--- src/hdl/sdspi_pkg.sv ---
// Shared types and constants for the SD card SPI-mode command engine.
// Used by sdspi_core, sd_spi_command_response_engine_top and sdspi_checker; no dependencies.
`default_nettype none
package sdspi_pkg;

	localparam logic       MODE_START = 1'b0;
	localparam logic       MODE_RX    = 1'b1;

	localparam logic [1:0] KIND_R1_ANY   = 2'd0;
	localparam logic [1:0] KIND_R1_MATCH = 2'd1;
	localparam logic [1:0] KIND_R3       = 2'd2;
	localparam logic [1:0] KIND_R7       = 2'd3;

	localparam logic [1:0] ST_BUSY = 2'd0;
	localparam logic [1:0] ST_OK   = 2'd1;
	localparam logic [1:0] ST_FAIL = 2'd2;

	localparam logic [1:0] PH_IDLE   = 2'd0;
	localparam logic [1:0] PH_HUNT   = 2'd1;
	localparam logic [1:0] PH_GATHER = 2'd2;

	localparam logic       REG_POLL_LIMIT  = 1'b0;
	localparam logic       REG_RETRY_LIMIT = 1'b1;

	localparam logic [7:0] POLL_LIMIT_RST  = 8'd10;
	localparam logic [3:0] RETRY_LIMIT_RST = 4'd5;

	localparam logic [7:0] CMD_START_BITS = 8'h40;
	localparam logic [7:0] CRC_CMD55      = 8'h65;
	localparam logic [7:0] CRC_CMD41      = 8'h77;
	localparam logic [7:0] CRC_DEFAULT    = 8'h95;
	localparam logic [7:0] R7_R1_MASK     = 8'hC0;
	localparam logic [7:0] R1_ANY_MASK    = 8'h80;
	localparam logic [7:0] DUMMY_BYTE     = 8'hFF;
	localparam logic [7:0] R1_IDLE        = 8'h01;
	localparam logic [5:0] CMD_APP        = 6'd55;
	localparam logic [5:0] CMD_OP_COND    = 6'd41;

	localparam int         FRAME_BYTES = 6;
	localparam logic [2:0] FRAME_LAST  = 3'd5;

	// One queued output burst: either a six-byte command frame or a single word.
	typedef struct packed {
		logic                               is_frame;
		logic [FRAME_BYTES-1:0][7:0]        frame;
		logic [7:0]                         tx_byte;
		logic                               tx_valid;
		logic [1:0]                         status;
		logic [7:0]                         r1_value;
		logic [31:0]                        payload;
	} res_t;

endpackage
`default_nettype wire

--- src/hdl/sd_spi_command_response_engine_top.sv ---
// Top level of the SD card SPI-mode command engine: configuration registers,
// the sequencer and the output register that plays out each burst.
// Depends on sdspi_pkg and sdspi_core.
//
// Each input word is processed in the cycle it is accepted, and its results are
// loaded into one output register that shows the first of them in the next cycle.
// A new input word is accepted while that register is empty, or in the cycle its
// last word is taken. Single-word results therefore allow one input word per
// cycle while out_ready stays high, and a low out_ready stalls the input. A
// command frame, sent on a start and on every resend, is six output words, one
// per cycle while out_ready is high. The word that sends a frame holds the output
// until its last frame byte is taken, in which cycle the next input word is
// accepted. A card word received while idle is accepted and produces no output.
`default_nettype none
module sd_spi_command_response_engine_top (
	input  wire logic        clk,
	input  wire logic        arst_n,
	input  wire logic        cfg_we,
	input  wire logic        cfg_index,
	input  wire logic [7:0]  cfg_data,
	input  wire logic        in_valid,
	output logic             in_ready,
	input  wire logic        mode,
	input  wire logic [5:0]  cmd_index,
	input  wire logic [31:0] argument,
	input  wire logic [1:0]  response_kind,
	input  wire logic [7:0]  expected_r1,
	input  wire logic [7:0]  crc_byte,
	input  wire logic [7:0]  rx_byte,
	output logic             out_valid,
	input  wire logic        out_ready,
	output logic [7:0]       tx_byte,
	output logic             tx_valid,
	output logic             last,
	output logic [1:0]       status,
	output logic [7:0]       r1_value,
	output logic [31:0]      payload
);
	import sdspi_pkg::*;

	logic [7:0] poll_limit_q;
	logic [3:0] retry_limit_q;
	logic       accept;
	logic       load;
	res_t       res;
	res_t       res_s1;
	logic       valid_s1;
	logic [2:0] beat_q;
	logic       final_beat;

	always_ff @(posedge clk or negedge arst_n) begin
		if (!arst_n) begin
			poll_limit_q  <= POLL_LIMIT_RST;
			retry_limit_q <= RETRY_LIMIT_RST;
		end else if (cfg_we) begin
			case (cfg_index)
				REG_POLL_LIMIT:  poll_limit_q  <= cfg_data;
				REG_RETRY_LIMIT: retry_limit_q <= cfg_data[3:0];
				default: begin
				end
			endcase
		end
	end

	assign final_beat = !res_s1.is_frame || beat_q == FRAME_LAST;
	assign in_ready   = !valid_s1 || (out_ready && final_beat);
	assign accept     = in_valid && in_ready;

	sdspi_core u_core (
		.clk           (clk),
		.arst_n        (arst_n),
		.accept        (accept),
		.mode          (mode),
		.cmd_index     (cmd_index),
		.argument      (argument),
		.response_kind (response_kind),
		.expected_r1   (expected_r1),
		.crc_byte      (crc_byte),
		.rx_byte       (rx_byte),
		.poll_limit    (poll_limit_q),
		.retry_limit   (retry_limit_q),
		.load          (load),
		.res           (res)
	);

	always_ff @(posedge clk or negedge arst_n) begin
		if (!arst_n) begin
			valid_s1 <= 1'b0;
			beat_q   <= 3'd0;
		end else if (load) begin
			valid_s1 <= 1'b1;
			beat_q   <= 3'd0;
		end else if (valid_s1 && out_ready) begin
			if (final_beat) begin
				valid_s1 <= 1'b0;
			end else begin
				beat_q <= beat_q + 3'd1;
			end
		end
	end

	always_ff @(posedge clk or negedge arst_n) begin
		if (!arst_n) begin
			res_s1 <= '0;
		end else if (load) begin
			res_s1 <= res;
		end
	end

	assign out_valid = valid_s1;
	assign tx_byte   = res_s1.is_frame ? res_s1.frame[beat_q] : res_s1.tx_byte;
	assign tx_valid  = res_s1.is_frame ? 1'b1 : res_s1.tx_valid;
	assign last      = final_beat;
	assign status    = res_s1.is_frame ? ST_BUSY : res_s1.status;
	assign r1_value  = res_s1.is_frame ? 8'd0 : res_s1.r1_value;
	assign payload   = res_s1.is_frame ? 32'd0 : res_s1.payload;

endmodule
`default_nettype wire

--- src/hdl/sdspi_core.sv ---
// Command sequencer of the SD SPI engine: holds the command context and
// the hunt/gather state, and turns each accepted word into an output burst;
// a card word while idle gives none. Depends on sdspi_pkg.
`default_nettype none
module sdspi_core (
	input  wire logic          clk,
	input  wire logic          arst_n,
	input  wire logic          accept,
	input  wire logic          mode,
	input  wire logic [5:0]    cmd_index,
	input  wire logic [31:0]   argument,
	input  wire logic [1:0]    response_kind,
	input  wire logic [7:0]    expected_r1,
	input  wire logic [7:0]    crc_byte,
	input  wire logic [7:0]    rx_byte,
	input  wire logic [7:0]    poll_limit,
	input  wire logic [3:0]    retry_limit,
	output logic               load,
	output sdspi_pkg::res_t    res
);
	import sdspi_pkg::*;

	logic [1:0]  phase_q, phase_d;
	logic [1:0]  kind_q, kind_d;
	logic [5:0]  cmd_q, cmd_d;
	logic [31:0] arg_q, arg_d;
	logic [7:0]  crc_q, crc_d;
	logic [7:0]  exp_q, exp_d;
	logic [7:0]  polls_q, polls_d;
	logic [3:0]  tries_q, tries_d;
	logic [7:0]  r1_q, r1_d;
	logic [31:0] shift_q, shift_d;
	logic [2:0]  count_q, count_d;

	logic [7:0]  polls_init;
	logic [3:0]  sends;
	logic [7:0]  polls_dec;
	logic [31:0] shift_next;
	logic [2:0]  count_next;
	logic        ok;
	logic        done_ok;

	function automatic res_t make_frame(logic [5:0] cmd, logic [31:0] arg, logic [1:0] kind,
			logic [7:0] crc);
		res_t r;
		logic [7:0] c;
		r = '0;
		if (kind == KIND_R3 || kind == KIND_R7) begin
			c = crc;
		end else if (cmd == CMD_APP) begin
			c = CRC_CMD55;
		end else if (cmd == CMD_OP_COND) begin
			c = CRC_CMD41;
		end else begin
			c = CRC_DEFAULT;
		end
		r.is_frame = 1'b1;
		r.frame[0] = CMD_START_BITS | {2'b00, cmd};
		r.frame[1] = arg[31:24];
		r.frame[2] = arg[23:16];
		r.frame[3] = arg[15:8];
		r.frame[4] = arg[7:0];
		r.frame[5] = c;
		return r;
	endfunction

	function automatic res_t make_word(logic [7:0] tx, logic txv, logic [1:0] st,
			logic [7:0] r1, logic [31:0] pl);
		res_t r;
		r = '0;
		r.tx_byte  = tx;
		r.tx_valid = txv;
		r.status   = st;
		r.r1_value = r1;
		r.payload  = pl;
		return r;
	endfunction

	assign polls_init = (poll_limit != 8'd0) ? poll_limit : 8'd1;
	assign sends      = (retry_limit != 4'd0) ? retry_limit : 4'd1;
	assign polls_dec  = (polls_q != 8'd0) ? polls_q - 8'd1 : 8'd0;
	assign shift_next = {shift_q[23:0], rx_byte};
	assign count_next = count_q + 3'd1;

	always_comb begin
		case (kind_q)
			KIND_R1_ANY: ok = (rx_byte & R1_ANY_MASK) == 8'd0;
			KIND_R7:     ok = (rx_byte & R7_R1_MASK) == 8'd0;
			default:     ok = rx_byte == exp_q;
		endcase
	end

	assign done_ok = (kind_q == KIND_R7) ? (r1_q == R1_IDLE && shift_next == arg_q)
	                                     : (r1_q == exp_q);

	always_comb begin
		phase_d = phase_q;
		kind_d  = kind_q;
		cmd_d   = cmd_q;
		arg_d   = arg_q;
		crc_d   = crc_q;
		exp_d   = exp_q;
		polls_d = polls_q;
		tries_d = tries_q;
		r1_d    = r1_q;
		shift_d = shift_q;
		count_d = count_q;
		load    = 1'b0;
		res     = make_word(DUMMY_BYTE, 1'b1, ST_BUSY, 8'd0, 32'd0);
		if (accept) begin
			if (mode == MODE_START) begin
				kind_d  = response_kind;
				cmd_d   = cmd_index;
				arg_d   = argument;
				crc_d   = crc_byte;
				exp_d   = expected_r1;
				tries_d = sends - 4'd1;
				r1_d    = 8'd0;
				shift_d = 32'd0;
				count_d = 3'd0;
				polls_d = polls_init;
				phase_d = PH_HUNT;
				load    = 1'b1;
				res     = make_frame(cmd_index, argument, response_kind, crc_byte);
			end else begin
				case (phase_q)
					PH_HUNT: begin
						load    = 1'b1;
						polls_d = polls_dec;
						if (kind_q == KIND_R1_ANY || kind_q == KIND_R1_MATCH) begin
							if (ok) begin
								res     = make_word(8'd0, 1'b0, ST_OK, rx_byte, 32'd0);
								phase_d = PH_IDLE;
							end else if (polls_dec == 8'd0) begin
								res     = make_word(8'd0, 1'b0, ST_FAIL, rx_byte, 32'd0);
								phase_d = PH_IDLE;
							end
						end else if (!ok && polls_dec != 8'd0) begin
							// Keep polling; the default word is a dummy.
						end else if (!ok && tries_q != 4'd0) begin
							tries_d = tries_q - 4'd1;
							polls_d = polls_init;
							res     = make_frame(cmd_q, arg_q, kind_q, crc_q);
						end else begin
							// Either a match or the last send ran out: gather the tail.
							r1_d    = rx_byte;
							shift_d = 32'd0;
							count_d = 3'd0;
							phase_d = PH_GATHER;
						end
					end
					PH_GATHER: begin
						load    = 1'b1;
						shift_d = shift_next;
						count_d = count_next;
						if (count_next >= 3'd4) begin
							res     = make_word(8'd0, 1'b0, done_ok ? ST_OK : ST_FAIL, r1_q,
								shift_next);
							phase_d = PH_IDLE;
						end
					end
					default: begin
						// A card word while idle is dropped.
					end
				endcase
			end
		end
	end

	always_ff @(posedge clk or negedge arst_n) begin
		if (!arst_n) begin
			phase_q <= PH_IDLE;
			kind_q  <= 2'd0;
			cmd_q   <= 6'd0;
			arg_q   <= 32'd0;
			crc_q   <= 8'd0;
			exp_q   <= 8'd0;
			polls_q <= 8'd0;
			tries_q <= 4'd0;
			r1_q    <= 8'd0;
			shift_q <= 32'd0;
			count_q <= 3'd0;
		end else begin
			phase_q <= phase_d;
			kind_q  <= kind_d;
			cmd_q   <= cmd_d;
			arg_q   <= arg_d;
			crc_q   <= crc_d;
			exp_q   <= exp_d;
			polls_q <= polls_d;
			tries_q <= tries_d;
			r1_q    <= r1_d;
			shift_q <= shift_d;
			count_q <= count_d;
		end
	end

endmodule
`default_nettype wire

--- config.mk ---
export PLATFORM = sky130hd
export DESIGN_NAME = sd_spi_command_response_engine_top
export DESIGN_NICKNAME = d
export VERILOG_FILES = /design/src/hdl/sdspi_pkg.sv /design/src/hdl/sd_spi_command_response_engine_top.sv /design/src/hdl/sdspi_core.sv
export SDC_FILE = /design/constraint.sdc
export NUM_CORES = 1
export LEC_CHECK = 0
export ABC_AREA = 1
export BUFFER_PORTS_ARGS = -buffer_cell sky130_fd_sc_hd__buf_4
export CORE_UTILIZATION = 55
export DETAILED_ROUTE_END_ITERATION = 6
export GPL_TIMING_DRIVEN = 0
export PLACE_DENSITY_LB_ADDON = 0.25
export RECOVER_POWER = 100
export SETUP_SLACK_MARGIN = 0.15
export SYNTH_ARGS = -nofsm -noshare
export SYNTH_HDL_FRONTEND = slang
export SYNTH_SLANG_ARGS = --single-unit
--- constraint.sdc ---
create_clock -name clk -period 3.75 [get_ports clk]
set_input_delay 0.75 -clock clk [delete_from_list [all_inputs] [get_ports clk]]
set_output_delay 0.75 -clock clk [all_outputs]
set_load 0.01 [all_outputs]
==> results of run 1 <==
worst min-delay path by stage:
stage                                            start                          end  slack, ns  depth (start not counted)
after floorplan            u_core.crc_q[0]$_DFFE_PN0P_  u_core.crc_q[0]$_DFFE_PN0P_       0.44                          2
after global placement    u_core.arg_q[30]$_DFFE_PN0P_       res_s1[65]$_DFFE_PN0P_       0.46                          2
after detailed placement   u_core.crc_q[0]$_DFFE_PN0P_  u_core.crc_q[0]$_DFFE_PN0P_       0.47                          2
after CTS                                       arst_n       res_s1[56]$_DFFE_PN0P_       0.29                          1
after global routing                    expected_r1[6]  u_core.exp_q[6]$_DFFE_PN0P_       0.42                          3
final                                   expected_r1[6]  u_core.exp_q[6]$_DFFE_PN0P_       0.42                          3
cell families (layout without fill, tap and decap cells):
kind of cell	after synthesis	count (layout)	synth area share
and+or+nand+nor	737	737	0.287
buffers and inverters	271	446	0.0985
DFF	211	211	0.474
xor gates and xnor gates	16	16	0.0126
adders and majority gates	11	11	0.0123
AOI/OAI and AO/OA	216	216	0.116
worst max-delay path: stages, from the launching register on:
cell      delay [ns]
dfrtp_1         0.43
clkinv_1        0.18
ha_1            0.17
nand2_1         0.06
nand2_1         0.11
a21oi_1         0.20
nor2_1          0.51
nand2_1         0.37
inv_2           0.21
buf_2           0.30
clkbuf_1        0.57
o21ai_0         0.19
layout make-up:
type | instances | area [um^2] | share of cell area
Buffer | 63 | 307 | 0.0235
Clock buffer | 36 | 696 | 0.0534
Clock inverter | 7 | 73.8 | 0.00566
Inverter | 208 | 781 | 0.0599
Multi-Input combinational cell | 980 | 4750 | 0.365
Sequential cell | 211 | 5290 | 0.406
Tap cell | 265 | 332 | 0.0254
Timing Repair Buffer | 132 | 806 | 0.0618
power breakdown:
part           leakage [nW]  total [mW]  internal, mW  switching, mW
sequential             2.71        3.67          3.00          0.668
clock                 0.377        2.30          1.35          0.952
combinational          3.49        3.69          1.24           2.45
flip-flops by register name, indices dropped and copies added, names as in the netlist:
| name | count |
|---|---|
| beat_q | 3 |
| out_valid | 1 |
| poll_limit_q | 8 |
| res_s1 | 90 |
| retry_limit_q | 4 |
| u_core.arg_q | 32 |
| u_core.cmd_q | 6 |
| u_core.count_q | 3 |
| u_core.crc_q | 8 |
| u_core.exp_q | 8 |
| u_core.kind_q | 2 |
| u_core.phase_q | 2 |
| u_core.polls_q | 8 |
| u_core.r1_q | 8 |
| u_core.shift_q | 24 |
| u_core.tries_q | 4 |
routing by layer:
metal,global-route usage,up-vias,part of all wire
met5,0,-,0
li1,-,4996,-
met4,0.165,0,0.046
met2,0.571,501,0.47
met3,0.0536,102,0.081
met1,0.452,5042,0.40
through the flow:
stage / utilization / worst slack (ns)
finish: 0.663 / 0.286
floorplan: - / 1.63
detailed placement: 0.636 / 0.922
global placement: 0.634 / 0.412
CTS: 0.675 / 0.503
global route: 0.663 / 0.245
placed cells by master, fill, tap and decap left out, types with 3 or more instances in the layout:
| cell type | instances |
|---|---|
| ha_1 | 11 |
| or2_2 | 6 |
| nand2_1 | 434 |
| or2_0 | 7 |
| dfstp_2 | 4 |
| clkinv_2 | 4 |
| inv_1 | 202 |
| a22oi_1 | 9 |
| clkbuf_8 | 5 |
| o211ai_1 | 5 |
| a21oi_1 | 32 |
| clkbuf_16 | 24 |
| nor2_2 | 6 |
| o22ai_1 | 44 |
| a21boi_1 | 3 |
| nand3_1 | 87 |
| xor2_1 | 8 |
| a31oi_1 | 5 |
| buf_6 | 4 |
| nand4_1 | 37 |
| nor3_1 | 14 |
| o21ai_0 | 85 |
| dfrtp_1 | 207 |
| a21boi_0 | 19 |
| buf_4 | 79 |
| inv_2 | 4 |
| nand2_4 | 3 |
| buf_2 | 19 |
| nand3b_1 | 8 |
| xnor2_1 | 8 |
| clkbuf_1 | 95 |
| nor2_1 | 123 |
==> flow_summary.ini, run 1 <==
[layout]
nets = 1710
nFillCells = 1769
n_antenna_cell = 0
finalInstanceArea_um2 = 13000
final_layout_size_suffix_gt1_frac = 0.108
instances_no_fill = 1902
area_growth_pct = 16.8

[setup_path]
worstSetupPathType = flop to flop
crit_path_start = beat_q[1]$_DFFE_PN0P_
regToRegEndpoint = u_core.arg_q[30]$_DFFE_PN0P_
cp.arrival_ns = 3.83
reg2regPathDepth = 11
cp-start-kind = flop
critical_path_required_ns = 4.12
setup.worst_path.end = u_core.arg_q[30]$_DFFE_PN0P_
rr_startpoint = beat_q[1]$_DFFE_PN0P_
r2r_setup_slack_ns = 0.29
endpoint_kind = flop
cp_max_fo = 10

[cts]
cts.path.max_buffers = 3
clock-sinks = 211
worstSkewPairLatency_ns = 0.53
cts_root_buf = clkbuf_16
cts_hold_buffers = 0
clkSlewWorstSetupHoldPaths_ns = 0.06
cts_resized = 0
post_cts_buffers = 0
numCtsBuffers = 24
cts_max_level = 1
tritoncts = done

[floorplan]
die_h_um = 144
io_pins = 133
start_util = 0.567
dieArea_um2 = 20900
fp.dieW_um = 144
fp-row-count = 51
core_area_um2 = 19700

[synth]
synthCells = 1462
synth_ff_type = dfrtp_1
synth_common_cells = 432 x nand2_1, 207 x dfrtp_1, 201 x inv_1
mappedNetlistArea_um2 = 11200
synth.most_common_cell = nand2_1
synth-async-reset-ratio = 1.00
yosys_warnings = 0
syn_avg_cell_area_um2 = 7.63
synth_nets = 1552
ys_seq_area_frac = 0.474
ys_ff_latch = 211
synth_top_area_frac = 0.464
yosysUniqueCellTypes = 52
synth.area.top_cells = dfrtp_1 46%, nand2_1 15%, inv_1 6.8%
synth_edf_count = 0
yosysTopAreaCell = dfrtp_1

[sta]
finalSetupTns_ns = 0
min_period_over_period = 0.924
tightest_slew_ns = 2.74
final-hold-violation-count = 0
rsz0062_at_grt = no
setup_violations = 0
timing.final.max_slew_violations = 106
period_minus_slack_ns = 3.46
relSlewSlack = -0.824
timing.hold.ws_ns = 0.424
skew_ns = 0.0106
clock.fmax_mhz = 289

[power_and_ir_drop]
p_per_area_nw_per_um2 = 741
p_leak_nw = 6.57
p_total_mw = 9.66
vdd_ir_drop_max_uv = 587

[detailed_routing]
ant_nets = 0
drt-pass1-iter-count = 6
drc = 0
postRouteWirelength_um = 35100
via_per_inst = 5.59
drt-initial-drc-count = 1083
wl_per_cell_um = 18.4
vias = 10600

[placed_design]
dp_hpwl_um = 25700
placed_cell_area_um2 = 12500
dp.cells = 1859
place.gp.congestion = 1.00
numPortBuffers = 131

[global_routing]
grt_pass1_wl_um = 54700
antenna_found_initial = 0
grt_pass1_vias = 10300
grt_max_degree = 107
overflow = 0
grt_use_total = 0.348

[status]
violations = max-capacitance violations, max-slew violations
status = finished with violations

[worst_hold_path]
min_path_type = input pin to flop

[job]
maxCapViolCount = 1
No activity file was read; power rests on OpenSTA's default activity.
==> inputs of run 2 (changes only) <==
--- a/config.mk
+++ b/config.mk
@@ -9,7 +9,6 @@
 export BUFFER_PORTS_ARGS = -buffer_cell sky130_fd_sc_hd__buf_4
 export CORE_UTILIZATION = 55
 export DETAILED_ROUTE_END_ITERATION = 6
-export GPL_TIMING_DRIVEN = 0
 export PLACE_DENSITY_LB_ADDON = 0.25
 export RECOVER_POWER = 100
 export SETUP_SLACK_MARGIN = 0.15
==> run 2 against run 1 <==
  * Wire length fell by 5.7%
  * Clock skew barely moved
  * Sequential share of layout area rose by 0.70 points
  * Global-route usage fell by 2.3 points
  * Worst hold slack barely moved
  * Highest routed layer unchanged
  * Fmax rose by 6.6%
  * Largest power group is now sequential cells
  * Non-clock buffer count fell by 48
  * The run still ends with max-capacitance violations, max-slew violations left
  * Clock-buffer cell count rose by 1
  * Core utilization fell by 1.1 points
  * Sequential power barely moved
  * Largest cell class unchanged
==> flow_summary.ini, run 2 (synthesized netlist as in run 1, its figures left out) <==
[sta]
tightest_slew_ns = 2.03
min_period_over_period = 0.867
timing.hold.ws_ns = 0.424
timing.final.max_slew_violations = 77
rsz0062_at_grt = no
period_minus_slack_ns = 3.25
setup_violations = 0
relSlewSlack = -0.352
finalSetupTns_ns = 0
final-hold-violation-count = 0
clock.fmax_mhz = 308
skew_ns = 0.0103

[setup_path]
critPathBufInv = 3
crit_chain = buf_4 > nor2_1 > inv_1 > o31a_1 > clkbuf_1
worstSetupPathType = flop to output pin
cp-start-kind = flop
cp.arrival_ns = 2.50
reg2regPathDepth = 12
critical_path_required_ns = 3.00
cpPeakStageDelay_ns = 0.75
cp_slowest_cell = dfrtp_1
critical_path.top_delay_family = buffers and inverters
cp.depth = 5
endpoint_kind = output pin
cp_max_fo = 33

[layout]
n_antenna_cell = 0
nets = 1662
largest_register = res_s1
largest_reg_flops = 90
instances_no_fill = 1851
layout_common_cells = 434 x nand2_1, 207 x dfrtp_1, 203 x inv_1
nFillCells = 1792
final_layout_size_suffix_gt1_frac = 0.101
final_common_cell = nand2_1
area_growth_pct = 14.9
reg.largest.list = res_s1: 90 flops, u_core.arg_q: 32 flops, u_core.shift_q: 24 flops

[status]
status = finished with violations
violations = max-capacitance violations, max-slew violations

[floorplan]
fp.dieW_um = 144
dieArea_um2 = 20900
start_util = 0.567
core_area_um2 = 19700
fp-row-count = 51
die_h_um = 144
io_pins = 133

[detailed_routing]
vias = 10400
via_per_inst = 5.61
drt-pass1-iter-count = 5
wl_per_cell_um = 17.9
ant_nets = 0
drc = 0
drt-initial-drc-count = 839
postRouteWirelength_um = 33100

[worst_hold_path]
min_path_type = input pin to flop
min_delay_path_depth = 3

[power_and_ir_drop]
p_per_area_nw_per_um2 = 741
netSwitchingPower_mw = 3.93
p_leak_nw = 6.44
clkPwrFrac = 0.244
combPwrFrac = 0.366
switching_share = 0.414
seqPwrFrac = 0.390
p_total_mw = 9.49
p_int_mw = 5.56
vdd_ir_drop_max_uv = 431

[cts]
numCtsBuffers = 24
cts.path.max_buffers = 3
cts_root_buf = clkbuf_16
clkSlewWorstSetupHoldPaths_ns = 0.06
cts_resized = 0
tritoncts = done
clock-sinks = 211
worstSkewPairLatency_ns = 0.52
cts_hold_buffers = 0
cts_max_level = 1
post_cts_buffers = 0

[global_routing]
grt_use_total = 0.325
antenna_found_initial = 0
grt_max_degree = 87
grt_pass1_wl_um = 51900
overflow = 0
grt_pass1_vias = 9953

[placed_design]
numPortBuffers = 132
dp_hpwl_um = 23300
place.gp.congestion = 0.934
dp.cells = 1811

[job]
maxCapViolCount = 1
-- run 2: changes by cell type in the layout (fill, tap and decap cells not counted), moves of 2 or more --
cell and delta:
buf_4 +9, a21boi_0 +3, a21boi_1 -3, clkbuf_2 +2
buf_6 -4, clkbuf_1 -35, clkinv_2 -4, nor2_4 +3
buf_2 -19, nor2_2 -3
-- run 2: worst paths after layout --
| kind | from | end | slack (ns) |
|---|---|---|---|
| setup / recovery | res_s1[57]$_DFFE_PN0P_ | tx_byte[4] | 0.50 |
| hold / removal | expected_r1[6] | u_core.exp_q[6]$_DFFE_PN0P_ | 0.42 |
| setup reg to reg | beat_q[1]$_DFFE_PN0P_ | res_s1[91]$_DFFE_PN0P_ | 0.50 |
| hold reg to reg | u_core.arg_q[30]$_DFFE_PN0P_ | res_s1[65]$_DFFE_PN0P_ | 0.48 |
| max in group asynchronous | arst_n | u_core.arg_q[18]$_DFFE_PN0P_ | 0.87 |
| min in group asynchronous | arst_n | u_core.crc_q[3]$_DFFE_PN0P_ | 0.78 |
-- run 2: area by class of cell --
type,count,area (um^2),share of cell area
multi-input cells,980,4740,0.370
clock inverters,3,45.0,0.00352
inverters,208,781,0.0609
well taps,265,332,0.0259
repair buffers,147,907,0.0708
clock buffers,37,721,0.0563
flip-flops and latches,211,5290,0.413
-- run 2: per-stage QoR --
step	cell area (um^2)	util	setup slack, ns
global route	12800	0.652	0.251
detailed placement	12300	0.626	0.774
finish	12800	0.652	0.500
global placement	12300	0.626	0.869
floorplan	11200	-	1.63
CTS	13100	0.665	0.704
-- run 2: tightest hold or removal path, stage by stage --
cell and delay (ns):
buf_4 0.08, nand2_1 0.04, nand2_1 0.04
-- run 2: layer usage --
metal	vias to the layer above	share of wire	routed length, um	global-route usage
met4	0	0.042	1390	0.139
met5	-	0	0	0
met3	93	0.083	2740	0.0613
met2	469	0.46	15300	0.523
li1	4877	-	-	-
met1	4951	0.41	13700	0.429
-- run 2: power by group through the flow --
| stage | combinational, mW | clock [mW] | sequential [mW] |
|---|---|---|---|
| 6_report | 3.48 | 2.31 | 3.70 |
| 3_3_place_gp | 3.44 | 0 | 3.67 |
| 3_5_place_dp | 3.55 | 0 | 3.69 |
| 5_1_grt | 3.90 | 2.41 | 3.77 |
| 2_1_floorplan | 2.62 | 0 | 3.42 |
| 4_1_cts | 3.58 | 2.33 | 3.66 |
